==> src/rtl/core/sitda_pkg.sv <==
// Package for the signed integer to decimal ASCII converter.
// Holds shared widths, character codes, the sequencer state type and the control struct.
// No dependencies.
`timescale 1ns / 1ps
`default_nettype none

package sitda_pkg;

    localparam int VALUE_W     = 32;
    localparam int CHAR_W      = 8;
    localparam int DIGIT_W     = 4;
    localparam int NUM_DIGITS  = 10;
    localparam int DIGIT_IDX_W = $clog2(NUM_DIGITS);
    localparam int CNT_W       = $clog2(VALUE_W);
    localparam int BCD_W       = NUM_DIGITS * DIGIT_W;

    localparam logic [CHAR_W-1:0] CODE_ZERO  = 8'd48;
    localparam logic [CHAR_W-1:0] CODE_MINUS = 8'd45;

    typedef enum logic [2:0] {
        ST_IDLE,
        ST_CONVERT,
        ST_SIGN,
        ST_SKIP,
        ST_EMIT
    } state_t;

    typedef struct packed {
        logic load;
        logic shift;
    } dab_ctrl_t;

endpackage

`default_nettype wire

==> src/rtl/core/sitda_if.sv <==
// Channel interfaces for the signed integer to decimal ASCII converter.
// Depends on sitda_pkg for payload widths.
`timescale 1ns / 1ps
`default_nettype none

interface sitda_value_if;
    logic                                valid;
    logic                                ready;
    logic signed [sitda_pkg::VALUE_W-1:0] value;

    modport source (output valid, output value, input ready);
    modport sink   (input valid, input value, output ready);
endinterface

interface sitda_char_if;
    logic                          valid;
    logic                          ready;
    logic [sitda_pkg::CHAR_W-1:0]  char_code;
    logic                          last;

    modport source (output valid, output char_code, output last, input ready);
    modport sink   (input valid, input char_code, input last, output ready);
endinterface

`default_nettype wire

==> src/rtl/core/sitda_dabble.sv <==
// Shift-add-3 binary to BCD: one step per cycle on shift, digit read-out by index.
// Depends on sitda_pkg.
`timescale 1ns / 1ps
`default_nettype none

module sitda_dabble (
    input  wire logic                             clk,
    input  wire sitda_pkg::dab_ctrl_t             ctrl,
    input  wire logic [sitda_pkg::VALUE_W-1:0]    load_value,
    input  wire logic [sitda_pkg::DIGIT_IDX_W-1:0] digit_idx,
    output logic      [sitda_pkg::DIGIT_W-1:0]    digit
);
    import sitda_pkg::*;

    logic [NUM_DIGITS-1:0][DIGIT_W-1:0] bcd_reg, bcd_next, bcd_adj;
    logic [VALUE_W-1:0]                 bin_reg, bin_next;
    logic [BCD_W-1:0]                   bcd_flat;

    // add 3 to every digit of five or more, then shift the whole word left
    always_comb
    begin
        for (int d = 0; d < NUM_DIGITS; d++)
        begin
            bcd_adj[d] = (bcd_reg[d] >= DIGIT_W'(5)) ? bcd_reg[d] + DIGIT_W'(3) : bcd_reg[d];
        end
        bcd_flat = bcd_adj;
        bcd_next = {bcd_flat[BCD_W-2:0], bin_reg[VALUE_W-1]};
        bin_next = {bin_reg[VALUE_W-2:0], 1'b0};
    end

    always_ff @(posedge clk)
    begin
        if (ctrl.load)
        begin
            bcd_reg <= '0;
            bin_reg <= load_value;
        end
        else if (ctrl.shift)
        begin
            bcd_reg <= bcd_next;
            bin_reg <= bin_next;
        end
    end

    assign digit = (digit_idx < DIGIT_IDX_W'(NUM_DIGITS)) ? bcd_reg[digit_idx] : '0;

endmodule

`default_nettype wire

==> src/rtl/core/signed_int_to_decimal_ascii.sv <==
// Top level of the signed integer to decimal ASCII converter.
// Depends on sitda_pkg, sitda_if (channel interfaces) and sitda_dabble.
//
//   channel   role    payload                 meaning
//   number    sink    value[31:0] signed      integer to print
//   text      source  char_code[7:0], last    one ASCII character, last marks the end
//
// One number passes through an accept step, the 32-step shift-add-3 loop in the BCD unit,
// a minus sign step for a negative value, one skip step per leading zero plus one to
// leave the skip step, and one emit step per digit. The 32-step BCD loop makes up most
// of that sequence.
// number.ready is high only while the sequencer is idle; a pending character in the
// output register does not block the next transaction. Stalls on text hold the sequencer.
// Reset clears the sequencer and the output valid flag; the datapath needs no reset.
`timescale 1ns / 1ps
`default_nettype none

module signed_int_to_decimal_ascii (
    input  wire logic        clk,
    input  wire logic        rst_n,
    sitda_value_if.sink      number,
    sitda_char_if.source     text
);
    import sitda_pkg::*;

    state_t                  state_reg, state_next;
    logic [CNT_W-1:0]        count_reg, count_next;
    logic [DIGIT_IDX_W-1:0]  idx_reg, idx_next;
    logic                    neg_reg, neg_next;

    logic                    out_valid_reg, out_valid_next;
    logic [CHAR_W-1:0]       char_reg, char_next;
    logic                    last_reg, last_next;

    logic                    out_free;
    logic                    accept;
    logic [VALUE_W-1:0]      raw;
    logic [VALUE_W-1:0]      mag;
    logic [DIGIT_W-1:0]      digit;
    dab_ctrl_t               dab_ctrl;

    // take a new number only while the sequencer is idle
    assign number.ready = (state_reg == ST_IDLE);

    assign accept   = number.valid && number.ready;
    assign out_free = !out_valid_reg || text.ready;

    // magnitude in unsigned arithmetic, so the most negative value stays whole
    assign raw = number.value;
    assign mag = raw[VALUE_W-1] ? (~raw + VALUE_W'(1)) : raw;

    sitda_dabble u_dabble (
        .clk        (clk),
        .ctrl       (dab_ctrl),
        .load_value (mag),
        .digit_idx  (idx_reg),
        .digit      (digit)
    );

    always_ff @(posedge clk or negedge rst_n)
    begin
        if (!rst_n)
        begin
            state_reg     <= ST_IDLE;
            out_valid_reg <= 1'b0;
        end
        else
        begin
            state_reg     <= state_next;
            out_valid_reg <= out_valid_next;
        end
    end

    always_ff @(posedge clk)
    begin
        count_reg <= count_next;
        idx_reg   <= idx_next;
        neg_reg   <= neg_next;
        char_reg  <= char_next;
        last_reg  <= last_next;
    end

    always_comb
    begin
        state_next     = state_reg;
        count_next     = count_reg;
        idx_next       = idx_reg;
        neg_next       = neg_reg;
        char_next      = char_reg;
        last_next      = last_reg;
        out_valid_next = out_valid_reg;
        dab_ctrl       = '0;

        // drop the character once the sink has taken it
        if (out_valid_reg && text.ready)
        begin
            out_valid_next = 1'b0;
        end

        case (state_reg)
            ST_IDLE:
            begin
                if (accept)
                begin
                    dab_ctrl.load = 1'b1;
                    neg_next      = raw[VALUE_W-1];
                    count_next    = '0;
                    state_next    = ST_CONVERT;
                end
            end
            ST_CONVERT:
            begin
                dab_ctrl.shift = 1'b1;
                count_next     = count_reg + CNT_W'(1);
                if (count_reg == CNT_W'(VALUE_W - 1))
                begin
                    idx_next   = DIGIT_IDX_W'(NUM_DIGITS - 1);
                    state_next = neg_reg ? ST_SIGN : ST_SKIP;
                end
            end
            ST_SIGN:
            begin
                if (out_free)
                begin
                    out_valid_next = 1'b1;
                    char_next      = CODE_MINUS;
                    last_next      = 1'b0;
                    state_next     = ST_SKIP;
                end
            end
            ST_SKIP:
            begin
                // step past leading zeros; the units digit always prints
                if (digit == '0 && idx_reg != '0)
                begin
                    idx_next = idx_reg - DIGIT_IDX_W'(1);
                end
                else
                begin
                    state_next = ST_EMIT;
                end
            end
            ST_EMIT:
            begin
                if (out_free)
                begin
                    out_valid_next = 1'b1;
                    char_next      = CODE_ZERO + CHAR_W'(digit);
                    last_next      = (idx_reg == '0);
                    if (idx_reg == '0)
                    begin
                        state_next = ST_IDLE;
                    end
                    else
                    begin
                        idx_next = idx_reg - DIGIT_IDX_W'(1);
                    end
                end
            end
            default:
            begin
                state_next = ST_IDLE;
            end
        endcase
    end

    assign text.valid     = out_valid_reg;
    assign text.char_code = char_reg;
    assign text.last      = last_reg;

`ifndef SYNTHESIS
    // a new number always starts a fresh conversion from the first shift
    a_accept_starts: assert property (@(posedge clk) disable iff (!rst_n)
        accept |=> (state_reg == ST_CONVERT) && (count_reg == '0))
        else $error("accepted transaction did not start conversion");

    // the units digit closes the run with last set
    a_units_last: assert property (@(posedge clk) disable iff (!rst_n)
        (state_reg == ST_EMIT) && out_free && (idx_reg == '0)
        |=> text.valid && text.last && (state_reg == ST_IDLE))
        else $error("final digit not flagged last");

    // a minus sign never ends a run
    a_minus_not_last: assert property (@(posedge clk) disable iff (!rst_n)
        text.valid && (text.char_code == CODE_MINUS) |-> !text.last)
        else $error("minus sign flagged last");

    // sign only follows conversion of a negative value
    a_sign_neg: assert property (@(posedge clk) disable iff (!rst_n)
        (state_reg == ST_SIGN) |-> neg_reg)
        else $error("sign state entered for non-negative value");
`endif

endmodule

`default_nettype wire
==> src/flat_wrapper.sv <==
// flat-port wrapper written by rule: the top's interface ports become plain ports
module signed_int_to_decimal_ascii_flat import sitda_pkg::*;
  (clk, rst_n, number_valid, number_value, number_ready, text_valid, text_char_code, text_last, text_ready);
  sitda_value_if number_i ();
  sitda_char_if text_i ();
  input  wire logic clk;
  input  wire logic rst_n;
  input wire logic [$bits(number_i.valid)-1:0] number_valid;
  input wire logic [$bits(number_i.value)-1:0] number_value;
  output wire logic [$bits(number_i.ready)-1:0] number_ready;
  output wire logic [$bits(text_i.valid)-1:0] text_valid;
  output wire logic [$bits(text_i.char_code)-1:0] text_char_code;
  output wire logic [$bits(text_i.last)-1:0] text_last;
  input wire logic [$bits(text_i.ready)-1:0] text_ready;
  assign number_i.valid = number_valid;
  assign number_i.value = number_value;
  assign number_ready = number_i.ready;
  assign text_valid = text_i.valid;
  assign text_char_code = text_i.char_code;
  assign text_last = text_i.last;
  assign text_i.ready = text_ready;
  signed_int_to_decimal_ascii u_core (.clk(clk), .rst_n(rst_n), .number(number_i), .text(text_i));
endmodule
==> config.mk <==
export PLATFORM = sky130hd
export DESIGN_NAME = signed_int_to_decimal_ascii_flat
export DESIGN_NICKNAME = d
export VERILOG_FILES = /design/src/rtl/core/sitda_pkg.sv /design/src/rtl/core/sitda_if.sv /design/src/rtl/core/sitda_dabble.sv /design/src/rtl/core/signed_int_to_decimal_ascii.sv /design/src/flat_wrapper.sv
export SDC_FILE = /design/constraint.sdc
export NUM_CORES = 1
export LEC_CHECK = 0
export ABC_AREA = 1
export BUFFER_PORTS_ARGS = -buffer_cell sky130_fd_sc_hd__buf_2
export CAP_MARGIN = 20
export CORE_UTILIZATION = 55
export DETAILED_ROUTE_END_ITERATION = 8
export GPL_ROUTABILITY_DRIVEN = 0
export PLACE_DENSITY = 0.77
export SYNTH_ARGS = -nofsm -noshare
export SYNTH_HDL_FRONTEND = slang
export SYNTH_SLANG_ARGS = --single-unit
==> constraint.sdc <==
create_clock -name clk -period 1.9 [get_ports clk]
set_input_delay 0.38 -clock clk [delete_from_list [all_inputs] [get_ports clk]]
set_output_delay 0.38 -clock clk [all_outputs]
set_load 0.02 [all_outputs]
==> out/metrics.yaml, run 1 <==
run_status: "finished with violations"
violations: "negative setup slack"
grt_overflow: 0
htree_levels: 3
vias: 5528
grt.total_usage: 0.254
yosys.cell_count.top_type: "nand2_1"
seq_area_frac_synth: 0.408
drv_slew: 0
area_growth_pct: 19.5
synth.cells.most_frequent: "nand2_1, inv_1, nor2_1"
hpwl_um: 9620
synth_area_um2: 5750
drt_iter0_drc: 391
critPathMostFrequentCell: "nand2_1"
fmax_mhz: 446
dpl-instance-area_um2: 6390
ys_types: 42
critPathKind: "reg -> reg"
crit_family: "simple AND/OR/NAND/NOR gates"
ys_seq_elements: 92
synth_top_area_frac: 0.251
top_level_ports: 47
viasPerCell: 5.56
startpoint_type: "flop"
cts.reportedPaths.clkPinSlew_ns: 0.10
final_nets: 917
clock-sinks: 92
cp.required_ns: 2.00
coreArea_um2: 9950
crit_chain: "buf_6, buf_4, nand2_1, nand3_1, o21ai_2, nand2_1, nand3_2, nor2_2, nand2_1, nand2_2, nand2_2, nor2_2, buf_6"
post-route-min-period_ns: 2.24
layout.cells.non_filler: 995
max_stage_delay_ns: 0.41
regToRegStartpoint: "u_core.idx_reg[0]"
rrSetupSlack_ns: -0.34
grt_setup_unrepaired: "yes"
ys.flop_type: "edfxtp_1"
post-place-ws_ns: -0.102
cts_tree: "yes"
cellPowerDensity_nw_per_um2: 1570
numPortBuffers: 43
grt_pass1_vias: 5116
synth.largest_area_cell: "edfxtp_1"
min_path_cells: 1
dr.pass1.iters: 5
postSynthAreaPerCell_um2: 7.46
dieHeight_um: 104
die-area_um2: 10900
synth_edf_count: 48
n_antenna_cell: 0
die_x_um: 104
drt_wl_total_um: 13800
rr_endpoint: "u_core.idx_reg[1]"
hold_viol_final: 0
ys_warn_count: 0
synthCells: 770
drc_errors: 0
grt_pass1_wl_um: 22600
leakage_nw: 3.14
drive_gt1_frac: 0.201
finClkSkew_ns: 0.0119
clk_path_buf_depth: 2
max-vdd-ir-drop_mv: 0.725
ant_nets: 0
maxCapViolations: 0
wl_per_cell_um: 13.9
hold_end: "u_core.neg_reg"
ys_async_sr_fraction: 0.0435
min_period_over_period: 1.18
endpoint_kind: "flop"
crit_arrival_ns: 2.34
setup_violations: 6
synth.area.top_cells: "edfxtp_1, dfxtp_1, nand2_1"
worstRegToRegCells: 13
place_inst: 967
post-route-cell-area_um2: 6870
cp_max_fo: 5
hold_slack_ns: 0.303
clk_latency_ns: 0.36
grt_max_degree: 46
cp_num_buf_inv: 3
hp-start: "number_value[31]"
largest_reg_flops: 40
num_rows: 36
root_buffer: "clkbuf_8"
grt_antenna_before_repair: 0
fin_ws_ns: -0.341
hold_path.class: "in -> reg"
slowest_stage: "edfxtp_1"
initial_core_util: 0.577
numCtsBuffers: 9
-- area by class of cell --
| type | instances | area, um2 |
|---|---|---|
| fillers | 796 | 3090 |
| multi-input cells | 553 | 3020 |
| flip-flops and latches | 92 | 2340 |
| repair buffers | 102 | 748 |
| inverters | 98 | 378 |
| well taps | 133 | 166 |
| clock buffers | 10 | 128 |
| clock inverters | 6 | 71.3 |
| repair inverters | 1 | 7.51 |
-- per-layer routing --
metal,wire (um),vias up,global-route usage
li1,-,2720,-
met1,5860,2578,0.315
met2,6790,197,0.445
met3,803,33,0.0439
met4,394,0,0.0888
met5,0,-,0
-- placed cells by master (no fill, tap or decap), types with 15 or more instances in the layout --
| master | count |
|---|---|
| dfxtp_1 | 40 |
| inv_1 | 91 |
| a21oi_1 | 36 |
| ha_1 | 23 |
| nand2_1 | 171 |
| o21ai_0 | 60 |
| nor2_1 | 70 |
| xor2_1 | 22 |
| nand2_2 | 15 |
| buf_4 | 44 |
| nand3_1 | 56 |
| buf_2 | 43 |
| edfxtp_1 | 48 |
-- worst max-delay path by stage --
stage / start / end / slack (ns) / depth (start not counted)
global placement: u_core.idx_reg[0] / u_core.idx_reg[1] / -0.05 / 10
detailed placement: u_core.idx_reg[0] / u_core.idx_reg[0] / -0.10 / 11
global route: u_core.idx_reg[0] / u_core.idx_reg[0] / -0.42 / 13
CTS: u_core.idx_reg[0] / u_core.idx_reg[0] / -0.02 / 14
floorplan: u_core.idx_reg[0] / u_core.idx_reg[0] / 0.002 / 13
finish: u_core.idx_reg[0] / u_core.idx_reg[1] / -0.34 / 13
-- worst reg2reg max path, cell delays in order (launching register included) --
cell      delay, ns
edfxtp_1       0.41
buf_6          0.18
buf_4          0.16
nand2_1        0.07
nand3_1        0.12
o21ai_2        0.09
nand2_1        0.12
nand3_2        0.10
nor2_2         0.15
nand2_1        0.10
nand2_2        0.12
nand2_2        0.07
nor2_2         0.16
buf_6          0.13
-- power breakdown --
group	internal [mW]	total (mW)	leakage, nW	switching [mW]
registers	3.28	3.93	0.836	0.646
clock network	0.621	1.35	0.0935	0.732
logic	2.15	5.51	2.21	3.35
-- kinds of logic (layout without fill, tap and decap cells) --
group | count (synthesis) | in the layout | synth area share
other | 2 | 3 | 0.00131
DFF | 92 | 92 | 0.408
AOI/OAI and AO/OA | 137 | 137 | 0.137
buffers and inverters | 126 | 217 | 0.0915
adders and majority gates | 24 | 24 | 0.0523
xor gates and xnor gates | 27 | 27 | 0.0412
and+or+nand+nor | 362 | 362 | 0.270
-- through the flow --
step	power (mW)	setup TNS, ns	utilization
final	10.8	-1.59	0.690
after global routing	11.7	-2.14	0.690
after CTS	10.3	-0.0610	0.672
after detailed placement	8.80	-1.17	0.642
after global placement	8.56	-0.403	0.642
after floorplan	7.23	0	-
-- timing repair --
item / in CTS / in global routing
endpoints found under the setup margin: 7 / 7
pin swaps: 2 / 13
gates cloned: 2 / 1
hold buffers: 1 / 0
endpoints found under the hold margin: 4 / 0
resized for setup: 9 / 43
buffers inserted: 5 / 7
(Power assumes the default switching activity.)
==> run 2: changes to the inputs <==
Settings changed: CORE_UTILIZATION 55 to 35, PLACE_DENSITY 0.77 to 0.53.
==> run 2 against run 1 <==
The flow still finishes with violations (negative setup slack); critical path depth did not move; worst hold slack better by 0.050 ns; final cell count is 8.4% higher; worst setup slack better by 0.24 ns; clock skew decreased by 0.0064 ns; count of clock-buffer cells in the layout is 3 higher; cell area rose by 2.1%; global-route usage shrank 8.2 points; core utilization is 25 points lower; critical endpoint is now u_core.idx_reg[0]; largest cell class unchanged.
==> out/metrics.yaml, run 2 (synthesis gave the netlist of run 1 again) <==
run_status: "finished with violations"
fin_total_pwr_mw: 10.9  # +0.95%
grt_max_degree: 54  # +17%
setup_tns_ns: -0.406  # +1.18 ns
violations: "negative setup slack"
layout.cells.non_filler: 1079  # +8.4%
initial_core_util: 0.360  # -0.217
final_nets: 918  # +0.11%
startpoint_type: "flop"
wl_per_cell_um: 12.9  # -7.5%
fmax_mhz: 500  # +12%
drt_iter0_drc: 278  # -29%
drv_slew: 0  # unchanged
post-place-ws_ns: -0.0496  # +0.0525 ns
grt.total_usage: 0.172  # -0.0818
numPortBuffers: 43  # unchanged
grt_setup_unrepaired: "yes"
rrSetupSlack_ns: -0.10  # +0.24 ns
crit_arrival_ns: 2.06  # -0.28 ns
fillers: 1658  # +110%
numCtsBuffers: 9  # unchanged
endpoint_kind: "flop"
cp.required_ns: 1.96  # -0.04 ns
clock-sinks: 92  # unchanged
cts_tree: "yes"
drc_errors: 0  # unchanged
die-area_um2: 16900  # +56%
worstRegToRegCells: 13  # unchanged
coreArea_um2: 15900  # +60%
vias: 5121  # -7.4%
fin_util: 0.439  # -0.250
clk_path_buf_depth: 2  # unchanged
hold_slack_ns: 0.354  # +0.0504 ns
clk_latency_ns: 0.34  # -0.02 ns
cts.reportedPaths.clkPinSlew_ns: 0.06  # -0.04 ns
viasPerCell: 4.75  # -15%
n_antenna_cell: 0  # unchanged
maxCapViolations: 0  # unchanged
crit_start: "u_core.idx_reg[0]"
ant_nets: 0  # unchanged
hold_viol_final: 0  # unchanged
layout_commonest_cell: "nand2_1"
dpl-instance-area_um2: 6550  # +2.6%
drive_gt1_frac: 0.187  # -0.0141
largest_reg_flops: 40  # unchanged
area_growth_pct: 22.0
hold_path.class: "in -> reg"
post-route-cell-area_um2: 7010  # +2.1%
fin_ws_ns: -0.102  # +0.239 ns
grt_overflow: 0  # unchanged
grt_pass1_vias: 4789  # -6.4%
dr.pass1.iters: 4  # -1
layout_common_cells: "nand2_1, inv_1, nor2_1"
grt_antenna_before_repair: 0  # unchanged
max-vdd-ir-drop_mv: 0.579  # -20%
rr_endpoint: "u_core.idx_reg[0]"
leakage_nw: 3.18  # +1.1%
top_level_ports: 47  # unchanged
root_buffer: "clkbuf_16"
post-route-min-period_ns: 2.00  # -0.239 ns
setup_violations: 4  # -2
regToRegStartpoint: "u_core.idx_reg[0]"
place_inst: 1054  # +9.0%
hp-start: "text_ready"
critPathCapture: "u_core.idx_reg[0]"
finClkSkew_ns: 0.00553  # -0.00640 ns
critPathKind: "reg -> reg"
drt_wl_total_um: 13900  # +0.26%
cp_max_fo: 6  # +1
grt_pass1_wl_um: 22900  # +1.4%
die_x_um: 130  # +25%
dieHeight_um: 130  # +25%
htree_levels: 3  # unchanged
hpwl_um: 10100  # +4.6%
num_rows: 46  # +28%
cellPowerDensity_nw_per_um2: 1550  # -1.1%
min_period_over_period: 1.05  # -0.126
==> run 2: changes by cell type in the layout (fill, tap and decap cells not counted), sizes merged <==
| cell | previous run | this run |
|---|---|---|
| clkinvlp | 3 | 0 |
| buf | 101 | 102 |
| inv | 99 | 97 |
| clkinv | 2 | 4 |
| clkbuf | 10 | 13 |
==> run 2: layout make-up <==
| cell class | count | area, um2 | share of cell area |
|---|---|---|---|
| Tap cell | 216 | 270 | 0.0386 |
| Timing Repair Buffer | 103 | 758 | 0.108 |
| Inverter | 98 | 373 | 0.0532 |
| Multi-Input combinational cell | 553 | 2970 | 0.423 |
| Timing Repair inverter | 1 | 8.76 | 0.00125 |
| Clock inverter | 3 | 38.8 | 0.00554 |
| Clock buffer | 13 | 250 | 0.0357 |
| Sequential cell | 92 | 2340 | 0.334 |
==> run 2: where the power goes <==
part,switching (mW),internal [mW],total [mW]
Sequential,0.610,3.29,3.90
Combinational,3.16,2.04,5.20
Clock,0.739,1.05,1.79
==> run 2: routing by layer <==
metal | GRT usage | part of all wire | up-vias
li1 | - | - | 2717
met1 | 0.224 | 0.50 | 2327
met2 | 0.289 | 0.46 | 63
met3 | 0.0385 | 0.032 | 14
met4 | 0.0431 | 0.011 | 0
met5 | 0 | 0 | -
==> run 2: critical path, cell delays in order, from the launching register on <==
cell      delay, ns
edfxtp_1       0.53
buf_4          0.23
nand2_1        0.06
nand3_1        0.07
nand3_1        0.08
nand2_1        0.07
nand2_1        0.08
nand2_1        0.07
nor2_2         0.12
nand2_2        0.07
nand2_2        0.07
nand2_1        0.05
nor2_1         0.09
buf_4          0.14
==> run 2: worst min-delay path by stage <==
stage / end / slack, ns / cells after the start
global route: u_core.text.valid / 0.35 / 4
floorplan: u_core.state_reg[0] / 0.08 / 0
finish: u_core.text.valid / 0.35 / 4
CTS: u_core.text.valid / 0.34 / 4
detailed placement: u_core.state_reg[2] / 0.19 / 1
global placement: u_core.text.valid / 0.19 / 1
==> run 2: what timing repair did <==
action | 4_1_cts | 5_1_grt
setup buffers | 2 | 4
hold endpoints to repair | 4 | 0
resized for setup | 11 | 18
cloned | 0 | 2
pin swaps | 1 | 0
setup endpoints to repair | 4 | 8
hold buffers | 1 | 0
==> run 3: changes to the inputs <==
Settings changed: CTS_BUF_LIST from default to sky130_fd_sc_hd__clkbuf_4 sky130_fd_sc_hd__clkbuf_8.
==> run 3 against run 2 <==
The flow still finishes with violations (negative setup slack); combinational power is essentially flat; die area is the same; routed wire length shrank 0.57%; total power shrank 4.2%; via count shrank 0.49%; clock skew grew 0.0017 ns; final cell count is the same; non-clock buffer count is the same; clock power shrank 24%; critical endpoint is now u_core.idx_reg[2]; largest power group unchanged.
==> out/metrics.yaml, run 3 (synthesis gave the netlist of run 1 again) <==
cp.required_ns: 1.99  # +0.03 ns
initial_core_util: 0.360  # unchanged
setup_violations: 6  # +2
met2_length_um: 6540  # +2.0%
violations: "negative setup slack"
fin_total_pwr_mw: 10.4  # -4.2%
layout_common_cells: "nand2_1, inv_1, nor2_1"
numCtsBuffers: 9  # unchanged
grt_antenna_before_repair: 0  # unchanged
numPortBuffers: 43  # unchanged
critPathKind: "reg -> reg"
drt_wl_total_um: 13800  # -0.57%
regArea_um2: 2340  # unchanged
clk_latency_ns: 0.37  # +0.03 ns
clk_path_buf_depth: 2  # unchanged
grt_overflow: 0  # unchanged
hold_slack_ns: 0.325  # -0.0288 ns
final_nets: 918  # unchanged
maxCapViolations: 0  # unchanged
crit_arrival_ns: 2.08  # +0.02 ns
cts_tree: "yes"
drv_slew: 0  # unchanged
ant_nets: 0  # unchanged
finClkSkew_ns: 0.00723  # +0.00170 ns
grt.total_usage: 0.173  # about the same
area_growth_pct: 20.3
cts.reportedPaths.clkPinSlew_ns: 0.08  # +0.02 ns
fin_ws_ns: -0.0869  # +0.0146 ns
run_status: "finished with violations"
num_rows: 46  # unchanged
dpl-instance-area_um2: 6550  # unchanged
grt_pass1_vias: 4782  # -0.15%
dieHeight_um: 130  # unchanged
top_level_ports: 47  # unchanged
fillers: 1663  # +0.30%
maxUsedRoutingLayer: "met4"
hold_viol_final: 0  # unchanged
post-route-cell-area_um2: 6910  # -1.3%
clock-sinks: 92  # unchanged
hold_path.class: "in -> reg"
endpoint_kind: "flop"
drc_errors: 0  # unchanged
grt_pass1_wl_um: 22900  # about the same
dr_wl_met3_um: 414  # -7.2%
grt_max_degree: 54  # unchanged
post-route-min-period_ns: 1.99  # -0.0146 ns
startpoint_type: "flop"
cp_max_fo: 7  # +1
vias: 5096  # -0.49%
largest_reg_flops: 40  # unchanged
multi_input_area_um2: 2960  # about the same
min_period_over_period: 1.05  # -0.00771
coreArea_um2: 15900  # unchanged
wl_per_cell_um: 12.8  # -0.57%
drive_gt1_frac: 0.189  # +0.00232
die_x_um: 130  # unchanged
leakage_nw: 3.14  # -1.1%
met1Wirelength_um: 6750  # -1.8%
layout_commonest_cell: "nand2_1"
dr.pass1.iters: 4  # unchanged
fmax_mhz: 503  # +0.74%
max-vdd-ir-drop_mv: 0.534  # -7.8%
root_buffer: "clkbuf_8"
htree_levels: 3  # unchanged
drt_iter0_drc: 309  # +11%
die-area_um2: 16900  # unchanged
cellPowerDensity_nw_per_um2: 1510  # -2.9%
viasPerCell: 4.72  # -0.49%
n_antenna_cell: 0  # unchanged
grt_setup_unrepaired: "yes"
hpwl_um: 10100  # unchanged
-- run 3: final cells by class --
class                      count  share of cell area
inverter                      98              0.0539
timing repair buffer         103               0.110
clock buffer                  13              0.0232
timing repair inverter         1             0.00127
sequential                    92               0.339
tap                          216              0.0391
clock inverter                 3             0.00561
multi-input combinational    553               0.429
-- run 3: through the flow --
step | TNS, ns | util | setup WS [ns] | cells
2_1_floorplan | 0 | - | 0.00186 | 771
3_3_place_gp | -0.0397 | 0.411 | -0.0126 | 1054
3_5_place_dp | -0.459 | 0.411 | -0.0496 | 1054
4_1_cts | -0.142 | 0.427 | -0.0355 | 1073
5_1_grt | -1.45 | 0.434 | -0.234 | 1079
6_report | -0.357 | 0.434 | -0.0869 | 1079
-- run 3: path summary, 6_finish.rpt --
kind | startpoint | end | slack [ns] | cells past startpoint
hold reg to reg | u_core.u_dabble.bcd_reg[23] | u_core.u_dabble.bcd_reg[23] | 0.50 | 2
setup / recovery | u_core.idx_reg[0] | u_core.idx_reg[2] | -0.09 | 14
hold / removal | text_ready | u_core.text.valid | 0.32 | 4
min in group asynchronous | rst_n | u_core.state_reg[2] | 0.33 | 2
max in group asynchronous | rst_n | u_core.state_reg[1] | 1.45 | 2
setup reg to reg | u_core.idx_reg[0] | u_core.idx_reg[2] | -0.09 | 14
-- run 3: report_power, final --
group	switching (mW)	internal, mW	leakage (nW)
sequential	0.613	3.28	0.836
combinational	3.14	2.04	2.20
clock	0.680	0.684	0.105
total	4.43	6.00	3.14
-- run 3: worst max-delay path: stages (launching register included) --
cell and delay, ns:
edfxtp_1 0.56, clkinv_4 0.15, buf_6 0.16, nand2_2 0.05, nand3_2 0.06, nand2_2 0.07, nor2_2 0.03, nand2_2 0.07
nand3_2 0.08, nor2_4 0.11, nand2_2 0.05, nand2_2 0.06, nand2_1 0.05, nor2_1 0.08, buf_4 0.14
-- run 3: what timing repair did --
action | in CTS | in global routing
endpoints found under the setup margin | 4 | 9
hold buffers | 1 | 0
setup buffers | 2 | 4
hold endpoints to repair | 4 | 0
cloned | 0 | 2
resized for setup | 10 | 18
pin swaps | 1 | 0
-- run 3: metal layers --
| layer | vias to the layer above | GRT usage |
|---|---|---|
| met3 | 8 | 0.0410 |
| li1 | 2720 | - |
| met2 | 65 | 0.288 |
| met1 | 2303 | 0.225 |
| met5 | - | 0 |
| met4 | 0 | 0.0383 |
